File: src/rtl/core/mh2_pkg.sv
package mh2_pkg;

  localparam logic [31:0] MIX_MUL     = 32'h5bd1e995;
  localparam int          MIX_SHIFT   = 24;
  localparam int          FIN_SHIFT_A = 13;
  localparam int          FIN_SHIFT_B = 15;
  localparam logic [7:0]  BYTE_MASK   = 8'hff;

  localparam int QUEUE_DEPTH = 4;
  localparam int QPTR_W      = $clog2(QUEUE_DEPTH);
  localparam int QCNT_W      = $clog2(QUEUE_DEPTH + 1);

  // what the back end does with a word
  typedef enum logic [1:0] {
    OP_WORD      = 2'd0,  // full word mix, no result
    OP_LAST_WORD = 2'd1,  // full word mix, then finalize
    OP_TAIL      = 2'd2,  // 1 to 3 tail bytes, then finalize
    OP_FIN       = 2'd3   // finalize only
  } op_t;

  typedef struct packed {
    op_t         op;
    logic        first;
    logic [31:0] init;     // seed ^ length, used when first is set
    logic [31:0] operand;  // mixed k, or masked tail bytes
  } entry_t;

  function automatic logic [31:0] mul_m(input logic [31:0] a);
    logic [63:0] p;
    p = {32'd0, a} * {32'd0, MIX_MUL};
    return p[31:0];
  endfunction

endpackage

File: src/rtl/core/mh2_front.sv
module mh2_front import mh2_pkg::*; (
  input  logic        clk,
  input  logic        rst,
  input  logic        cfg_we,
  input  logic [31:0] cfg_wdata,
  input  logic        in_valid,
  output logic        in_stall,
  input  logic [31:0] data_word,
  input  logic [2:0]  byte_count,
  input  logic        first_word,
  input  logic        last_word,
  input  logic [31:0] total_length,
  output logic        push,
  output entry_t      push_entry,
  input  logic        q_ready
);

  logic [31:0] seed;

  logic        a_valid, b_valid, c_valid;
  op_t         a_op, b_op;
  logic        a_first, b_first;
  logic [31:0] a_init, b_init;
  logic [31:0] a_data, b_data;
  entry_t      c_entry;

  logic c_free, b_free, a_free, accept;
  op_t  in_op;
  logic [31:0] tail_bytes, b_mixed;

  assign c_free   = !c_valid || q_ready;
  assign b_free   = !b_valid || c_free;
  assign a_free   = !a_valid || b_free;
  assign in_stall = !a_free;
  assign accept   = in_valid && a_free;

  always_comb begin
    if (!last_word) begin
      in_op = OP_WORD;
    end else if (byte_count == 3'd0) begin
      in_op = OP_FIN;
    end else if (byte_count inside {[3'd1:3'd3]}) begin
      in_op = OP_TAIL;
    end else begin
      in_op = OP_LAST_WORD;
    end
  end

  always_comb begin
    tail_bytes = {24'd0, data_word[7:0] & BYTE_MASK};
    if (byte_count >= 3'd2) tail_bytes[15:8]  = data_word[15:8];
    if (byte_count >= 3'd3) tail_bytes[23:16] = data_word[23:16];
  end

  assign b_mixed = b_data ^ (b_data >> MIX_SHIFT);

  always_ff @(posedge clk) begin
    if (rst) begin
      seed    <= '0;
      a_valid <= 1'b0;
      b_valid <= 1'b0;
      c_valid <= 1'b0;
    end else begin
      if (cfg_we) seed <= cfg_wdata;
      if (a_free) a_valid <= in_valid;
      if (b_free) b_valid <= a_valid;
      if (c_free) c_valid <= b_valid;
    end
  end

  always_ff @(posedge clk) begin
    if (accept) begin
      a_op    <= in_op;
      a_first <= first_word;
      a_init  <= seed ^ total_length;
      a_data  <= (in_op == OP_TAIL) ? tail_bytes : data_word;
    end
    if (b_free && a_valid) begin
      b_op    <= a_op;
      b_first <= a_first;
      b_init  <= a_init;
      b_data  <= (a_op == OP_WORD || a_op == OP_LAST_WORD) ? mul_m(a_data) : a_data;
    end
    if (c_free && b_valid) begin
      c_entry.op      <= b_op;
      c_entry.first   <= b_first;
      c_entry.init    <= b_init;
      c_entry.operand <= (b_op == OP_WORD || b_op == OP_LAST_WORD) ? mul_m(b_mixed) : b_data;
    end
  end

  assign push       = c_valid;
  assign push_entry = c_entry;

endmodule

File: src/rtl/core/mh2_queue.sv
module mh2_queue import mh2_pkg::*; (
  input  logic   clk,
  input  logic   rst,
  input  logic   push,
  input  entry_t push_entry,
  output logic   q_ready,
  input  logic   pop,
  output logic   q_valid,
  output entry_t pop_entry
);

  entry_t              slots [QUEUE_DEPTH];
  logic [QPTR_W-1:0]   wr_ptr, rd_ptr;
  logic [QCNT_W-1:0]   count;
  logic                do_push, do_pop;

  assign q_ready   = count != QCNT_W'(QUEUE_DEPTH);
  assign q_valid   = count != '0;
  assign do_push   = push && q_ready;
  assign do_pop    = pop && q_valid;
  assign pop_entry = slots[rd_ptr];

  always_ff @(posedge clk) begin
    if (rst) begin
      wr_ptr <= '0;
      rd_ptr <= '0;
      count  <= '0;
    end else begin
      if (do_push) wr_ptr <= wr_ptr + 1'b1;
      if (do_pop)  rd_ptr <= rd_ptr + 1'b1;
      if (do_push && !do_pop) count <= count + 1'b1;
      else if (do_pop && !do_push) count <= count - 1'b1;
    end
  end

  always_ff @(posedge clk) begin
    if (do_push) slots[wr_ptr] <= push_entry;
  end

endmodule

File: src/rtl/core/mh2_back.sv
module mh2_back import mh2_pkg::*; (
  input  logic        clk,
  input  logic        rst,
  input  logic        q_valid,
  input  entry_t      pop_entry,
  output logic        pop,
  output logic        out_valid,
  input  logic        out_stall,
  output logic [31:0] hash_value
);

  typedef enum logic [2:0] {
    ST_IDLE = 3'b001,
    ST_MIX  = 3'b010,
    ST_FIN  = 3'b100
  } state_t;

  state_t      state, state_next;
  logic [31:0] running_hash;
  logic [31:0] prod;
  op_t         cur_op;
  logic [31:0] cur_operand;

  logic [31:0] h0, h1, mul_a, fin_res;
  logic        load_prod, out_free;

  assign out_free = !out_valid || !out_stall;
  assign pop      = (state == ST_IDLE) && q_valid;
  assign h0       = pop_entry.first ? pop_entry.init : running_hash;
  assign h1       = (cur_op == OP_TAIL) ? prod : prod ^ cur_operand;
  assign fin_res  = prod ^ (prod >> FIN_SHIFT_B);

  // one shared multiplier: word/tail mix or finalize-only avalanche from idle, avalanche from mix
  always_comb begin
    state_next = state;
    load_prod  = 1'b0;
    mul_a      = h1 ^ (h1 >> FIN_SHIFT_A);
    case (state)
      ST_IDLE: begin
        if (q_valid) begin
          load_prod = 1'b1;
          case (pop_entry.op)
            OP_FIN: begin
              mul_a      = h0 ^ (h0 >> FIN_SHIFT_A);
              state_next = ST_FIN;
            end
            OP_TAIL: begin
              mul_a      = h0 ^ pop_entry.operand;
              state_next = ST_MIX;
            end
            default: begin
              mul_a      = h0;
              state_next = ST_MIX;
            end
          endcase
        end
      end
      ST_MIX: begin
        if (cur_op == OP_WORD) begin
          state_next = ST_IDLE;
        end else begin
          load_prod  = 1'b1;
          state_next = ST_FIN;
        end
      end
      ST_FIN: begin
        if (out_free) state_next = ST_IDLE;
      end
      default: state_next = ST_IDLE;
    endcase
  end

  always_ff @(posedge clk) begin
    if (rst) begin
      state        <= ST_IDLE;
      running_hash <= '0;
      out_valid    <= 1'b0;
    end else begin
      state <= state_next;
      if (state == ST_MIX && cur_op == OP_WORD) running_hash <= h1;
      if (state == ST_FIN && out_free) begin
        running_hash <= fin_res;
        out_valid    <= 1'b1;
      end else if (out_valid && !out_stall) begin
        out_valid <= 1'b0;
      end
    end
  end

  always_ff @(posedge clk) begin
    if (load_prod) prod <= mul_m(mul_a);
    if (pop) begin
      cur_op      <= pop_entry.op;
      cur_operand <= pop_entry.operand;
    end
    if (state == ST_FIN && out_free) hash_value <= fin_res;
  end

endmodule

File: src/rtl/core/murmur2_hash32_engine_top.sv
// MurmurHash2 32-bit engine: front mixes each word in a 3-stage pipe, back updates h.
// A hashing word passes front stages a, b and c, the queue, back states ST_MIX and ST_FIN
// (only ST_FIN on a last word with count 0), then the output register that drives out_valid.
// The back end takes a new word only from ST_IDLE, after the last one is through, as set by
// the single shared multiplier in the hash update loop; ST_FIN also waits on out_stall.
// Reset (synchronous): seed and running hash go to zero, queue and pipes empty.
module murmur2_hash32_engine_top import mh2_pkg::*; (
  input  logic        clk,
  input  logic        rst,
  input  logic        cfg_we,
  input  logic [31:0] cfg_wdata,
  input  logic        in_valid,
  output logic        in_stall,
  input  logic [31:0] data_word,
  input  logic [2:0]  byte_count,
  input  logic        first_word,
  input  logic        last_word,
  input  logic [31:0] total_length,
  output logic        out_valid,
  input  logic        out_stall,
  output logic [31:0] hash_value
);

  logic   push, q_ready, q_valid, pop;
  entry_t push_entry, pop_entry;

  mh2_front u_front (
    .clk          (clk),
    .rst          (rst),
    .cfg_we       (cfg_we),
    .cfg_wdata    (cfg_wdata),
    .in_valid     (in_valid),
    .in_stall     (in_stall),
    .data_word    (data_word),
    .byte_count   (byte_count),
    .first_word   (first_word),
    .last_word    (last_word),
    .total_length (total_length),
    .push         (push),
    .push_entry   (push_entry),
    .q_ready      (q_ready)
  );

  mh2_queue u_queue (
    .clk        (clk),
    .rst        (rst),
    .push       (push),
    .push_entry (push_entry),
    .q_ready    (q_ready),
    .pop        (pop),
    .q_valid    (q_valid),
    .pop_entry  (pop_entry)
  );

  mh2_back u_back (
    .clk        (clk),
    .rst        (rst),
    .q_valid    (q_valid),
    .pop_entry  (pop_entry),
    .pop        (pop),
    .out_valid  (out_valid),
    .out_stall  (out_stall),
    .hash_value (hash_value)
  );

endmodule

File: config.mk
export PLATFORM = sky130hd
export DESIGN_NAME = murmur2_hash32_engine_top
export DESIGN_NICKNAME = d
export VERILOG_FILES = /design/src/rtl/core/mh2_pkg.sv /design/src/rtl/core/mh2_front.sv /design/src/rtl/core/mh2_queue.sv /design/src/rtl/core/mh2_back.sv /design/src/rtl/core/murmur2_hash32_engine_top.sv
export SDC_FILE = /design/constraint.sdc
export NUM_CORES = 2
export LEC_CHECK = 0
export ABC_AREA = 0
export BUFFER_PORTS_ARGS = -buffer_cell sky130_fd_sc_hd__buf_2
export CORE_ASPECT_RATIO = 0.7
export CORE_MARGIN = 3
export CORE_UTILIZATION = 50
export CTS_CLUSTER_DIAMETER = 200
export DETAILED_ROUTE_END_ITERATION = 12
export GPL_TIMING_DRIVEN = 0
export PLACE_DENSITY = 0.67
export SYNTH_ARGS = -nofsm -noshare
export SYNTH_HDL_FRONTEND = slang
export SYNTH_SLANG_ARGS = --single-unit
File: constraint.sdc
create_clock -name clk -period 12.44 [get_ports clk]
set_clock_uncertainty 0.2 [all_clocks]
set_input_delay 0.622 -clock clk [delete_from_list [all_inputs] [get_ports clk]]
set_output_delay 0.622 -clock clk [all_outputs]
set_load 0.05 [all_outputs]
==> key figures <==
Floorplanning
  • Core ar.: around 100000 sq um
  • Initial core utilization: approximately half
  • Die Wd: a little under 400 microns
  • Cell Rows: 97
  • DIE AREA: ~110000 sq um
  • Die height: ~270 microns
  • I/O pin count: between 100 and 150

Final layout
  • Share of cells above drive strength 1: ~8.4%
  • Post-route insts no fill: a little under 6000
  • Final #Nets: 5775
  • Synthesis-to-layout area growth: 10.3%

STA
  • Final setup vio count: 0
  • Max Fclk: 89.5 MHz
  • Measured slew at the worst slew-check pin: ~1500 ps
  • Fin Hold WS: between 30 and 40 ps
  • RSZ-0062 raised after global routing: false
  • Tmin final: between 10000 and 15000 ps
  • Max-slew violation count: 0
  • Ratio of final minimum period to clock period: around nine tenths
  • Setup_tns: 0 ps
  • Final Hold Fails: 0
  • Rel. slew slack: about 1.2%

Clock network
  • CTS buffer count: 60
  • H-tree depth: 2
  • CTS max path bufs: 3
  • Clk_lat worst skew: approximately 650 ps
  • TritonCTS clock tree: done
  • CTS Root Cell: clkbuf_16
  • Num Clock Sinks: around 650
  • Register clock-pin slew on the reported worst setup and hold paths: 60 ps

Logic synthesis
  • Sequential share of the synthesized area: between 30 and 40%
  • Post-synth net total: between 5000 and 6000
  • Ys Warns: 0
  • #FFs+latches synth: ~650
  • FFs w/ async S/R, synth: 0%
  • Post-synth EDFFs: ~570
  • Synthesized instance count: around 4200
  • Synthesized cell area: 51300 sq um
  • Mean Syn Cell Area: between 10 and 15 sq um
  • Cell variety after synth: 66
  • Top FF cell, synth: edfxtp_1

Critical path
  • Arr. time, crit path: between 10000 and 15000 ps
  • Reg2Reg Setup Slack: 1270 ps
  • Startpoint types: flip-flop
  • Register-to-Register Path Depth: 33
  • Critical Path End: u_back.prod[30]
  • Crit. End Element: flip-flop
  • CP Buf/Inv Count: 10
  • Worst R2R End: u_back.prod[30]
  • Slowest-stage cell, CP: clkbuf_1
  • Slowest stage delay, CP: between 800 and 900 ps
  • Critical path's top delay family: adder cells
  • Worst Setup Path Type: flip-flop to flip-flop
  • CP dominant cell by count: fa_1
  • CP Max Fanout: 10
  • Required @ worst endpoint: approximately 13000 ps
  • WP depth: 33

Drt
  • Vias: around 31000
  • Antenna Nets Post-Route: 0
  • Total iterations of the first detailed-routing run: 6
  • Routed WL: between 100000 and 150000 microns
  • # DRC: 0
  • Initial DRC Count: 2864
  • Post-DR wirelength/cell: ~22 microns
  • Post-DR vias/cell: 5.30

GRT
  • Tot GR Track Use: roughly a quarter
  • First-pass GRT wire length: approximately 190000 microns
  • Largest net degree at the start of global routing: 55
  • Antenna violations before repair: 2
  • Number of global-route vias before repair: about 32000
  • Overflow after GRT: 0

Min path
  • Hold Crit Depth: 3
  • HP Class: input port to flip-flop

Place
  • IO Port Bufs: approximately 140
  • Post-Place Cells: about 5700
  • Final GP Congestion: about 0.96
  • DP HPWL: 100000 microns

Run status
  • Outcome: complete, no violations

Job
  • Max-cap violations: 0
==> tightest hold or removal path, cell delays in order <==
cell     delay, ps
buf_2           80
mux2i_1         60
nor2_1          80
==> timing repair <==
action | CTS | global route
hold buffers | 39 | 0
gates resized for setup | 0 | 0
endpoints found under the hold margin | 39 | 0
buffers inserted | 0 | 0
==> synth_stat cells (4+ instances only) <==
| cell | n | area, sq um |
|---|---|---|
| inv_1 | 1010 | 3790 |
| ha_1 | 650 | 8130 |
| edfxtp_1 | 567 | 17000 |
| fa_1 | 542 | 10900 |
| xnor2_1 | 175 | 1530 |
| nand2_1 | 156 | 586 |
| xor2_1 | 155 | 1360 |
| nor2_1 | 150 | 563 |
| a21oi_1 | 131 | 656 |
| o21ai_0 | 101 | 505 |
| dfxtp_1 | 80 | 1600 |
| mux2i_1 | 69 | 691 |
| mux4_2 | 65 | 1460 |
| clkbuf_1 | 49 | 184 |
| a21o_1 | 33 | 248 |
| and2_1 | 25 | 156 |
| a221oi_1 | 24 | 210 |
| nand2b_1 | 18 | 113 |
| nor2b_1 | 17 | 106 |
| nor3_1 | 17 | 85.1 |
| mux2_2 | 16 | 180 |
| and3_1 | 12 | 75.1 |
| a31oi_1 | 11 | 68.8 |
| buf_2 | 11 | 55.1 |
| nand3_1 | 11 | 55.1 |
| o21a_1 | 10 | 75.1 |
| o21bai_1 | 10 | 75.1 |
| buf_1 | 9 | 33.8 |
| nand4_1 | 8 | 50.1 |
| a22oi_1 | 7 | 52.6 |
| buf_6 | 7 | 78.8 |
| o211ai_1 | 5 | 37.5 |
| or3_1 | 5 | 31.3 |
| a211oi_1 | 4 | 30.0 |
| a21boi_0 | 4 | 30.0 |
| o41ai_1 | 4 | 35.0 |
==> worst min-delay path by stage <==
stage	from	end	slack, ps
2_1_floorplan	u_front.a_first	u_front.b_first	200
5_1_grt	cfg_wdata[16]	u_front.seed[16]	20
3_3_place_gp	u_front.a_init[29]	u_front.b_init[29]	200
3_5_place_dp	u_front.a_first	u_front.b_first	200
4_1_cts	cfg_wdata[16]	u_front.seed[16]	1
6_report	cfg_wdata[16]	u_front.seed[16]	30
==> layer usage <==
metal | part of all wire [%] | track usage (%) | vias up
met5 | 0 | 0 | -
met1 | 47 | 37.0 | 15419
met3 | 11 | 7.68 | 144
met2 | 41 | 34.5 | 1213
met4 | 1.5 | 3.88 | 0
li1 | - | - | 14287
==> layout make-up <==
class / instances / area [sq um]
Clock inverter: 34 / 440
Buffer: 76 / 354
Timing Repair Buffer: 195 / 1450
Clock buffer: 78 / 1610
Tap cell: 1336 / 1670
Inverter: 1014 / 3810
Multi-Input combinational cell: 2483 / 28600
Antenna cell: 1 / 2.50
Sequential cell: 647 / 18600
Fill cell: 8355 / 44300
==> placed cells by master, fill, tap and decap left out, types with 9 or more instances in the layout <==
cell type	instances
inv_1	1010
ha_1	650
edfxtp_1	567
fa_1	542
xnor2_1	175
nand2_1	156
nor2_1	149
buf_2	148
xor2_1	148
a21oi_1	131
o21ai_0	98
dfxtp_1	80
mux2i_1	69
mux4_2	65
clkbuf_1	61
clkbuf_16	60
dlygate4sd3_1	39
a21o_1	33
a221oi_1	24
and2_1	21
nand2b_1	18
nor3_1	17
mux2_2	16
nor2b_1	15
and3_1	12
nand3_1	11
a31oi_1	11
o21a_1	10
o21bai_1	10
clkinv_1	9
buf_1	9
buf_12	9
==> sequential cells by signal (all words and copies together), names as in the netlist, 3 cells and up, named ones only <==
name and cells:
u_queue.count 3, u_front.push_entry 67, u_front.b_init 32, u_back.cur_operand 32
u_back.prod 32, u_queue.slots 268, u_front.b_data 32, u_front.seed 32
u_front.a_init 32, u_back.running_hash 32, u_back.hash_value 32, u_front.a_data 32
u_back.state 3
==> logic make-up (layout without fill, tap and decap cells) <==
logic type	after synthesis	count (layout)	synth area share (%)
muxes	155	155	4.70
other	0	1	0
and+or+nand+nor	433	433	3.76
xor gates and xnor gates	331	331	5.67
buffers and inverters	1090	1397	8.11
DFF	647	647	36.3
adders and majority gates	1192	1192	37.0
AOI/OAI and AO/OA	372	372	4.41
==> per-stage QoR <==
step,util [%],area [sq um],setup WS (ps)
4_1_cts,56.1,56500,1200
5_1_grt,56.1,56500,702
3_3_place_gp,53.2,53600,306
6_report,56.1,56600,1270
3_5_place_dp,53.6,54100,1300
2_1_floorplan,-,51300,3200
Power is left out: the tool's default activity adds up to more than one toggle a clock period on the data nets, which glitch-free logic cannot reach.
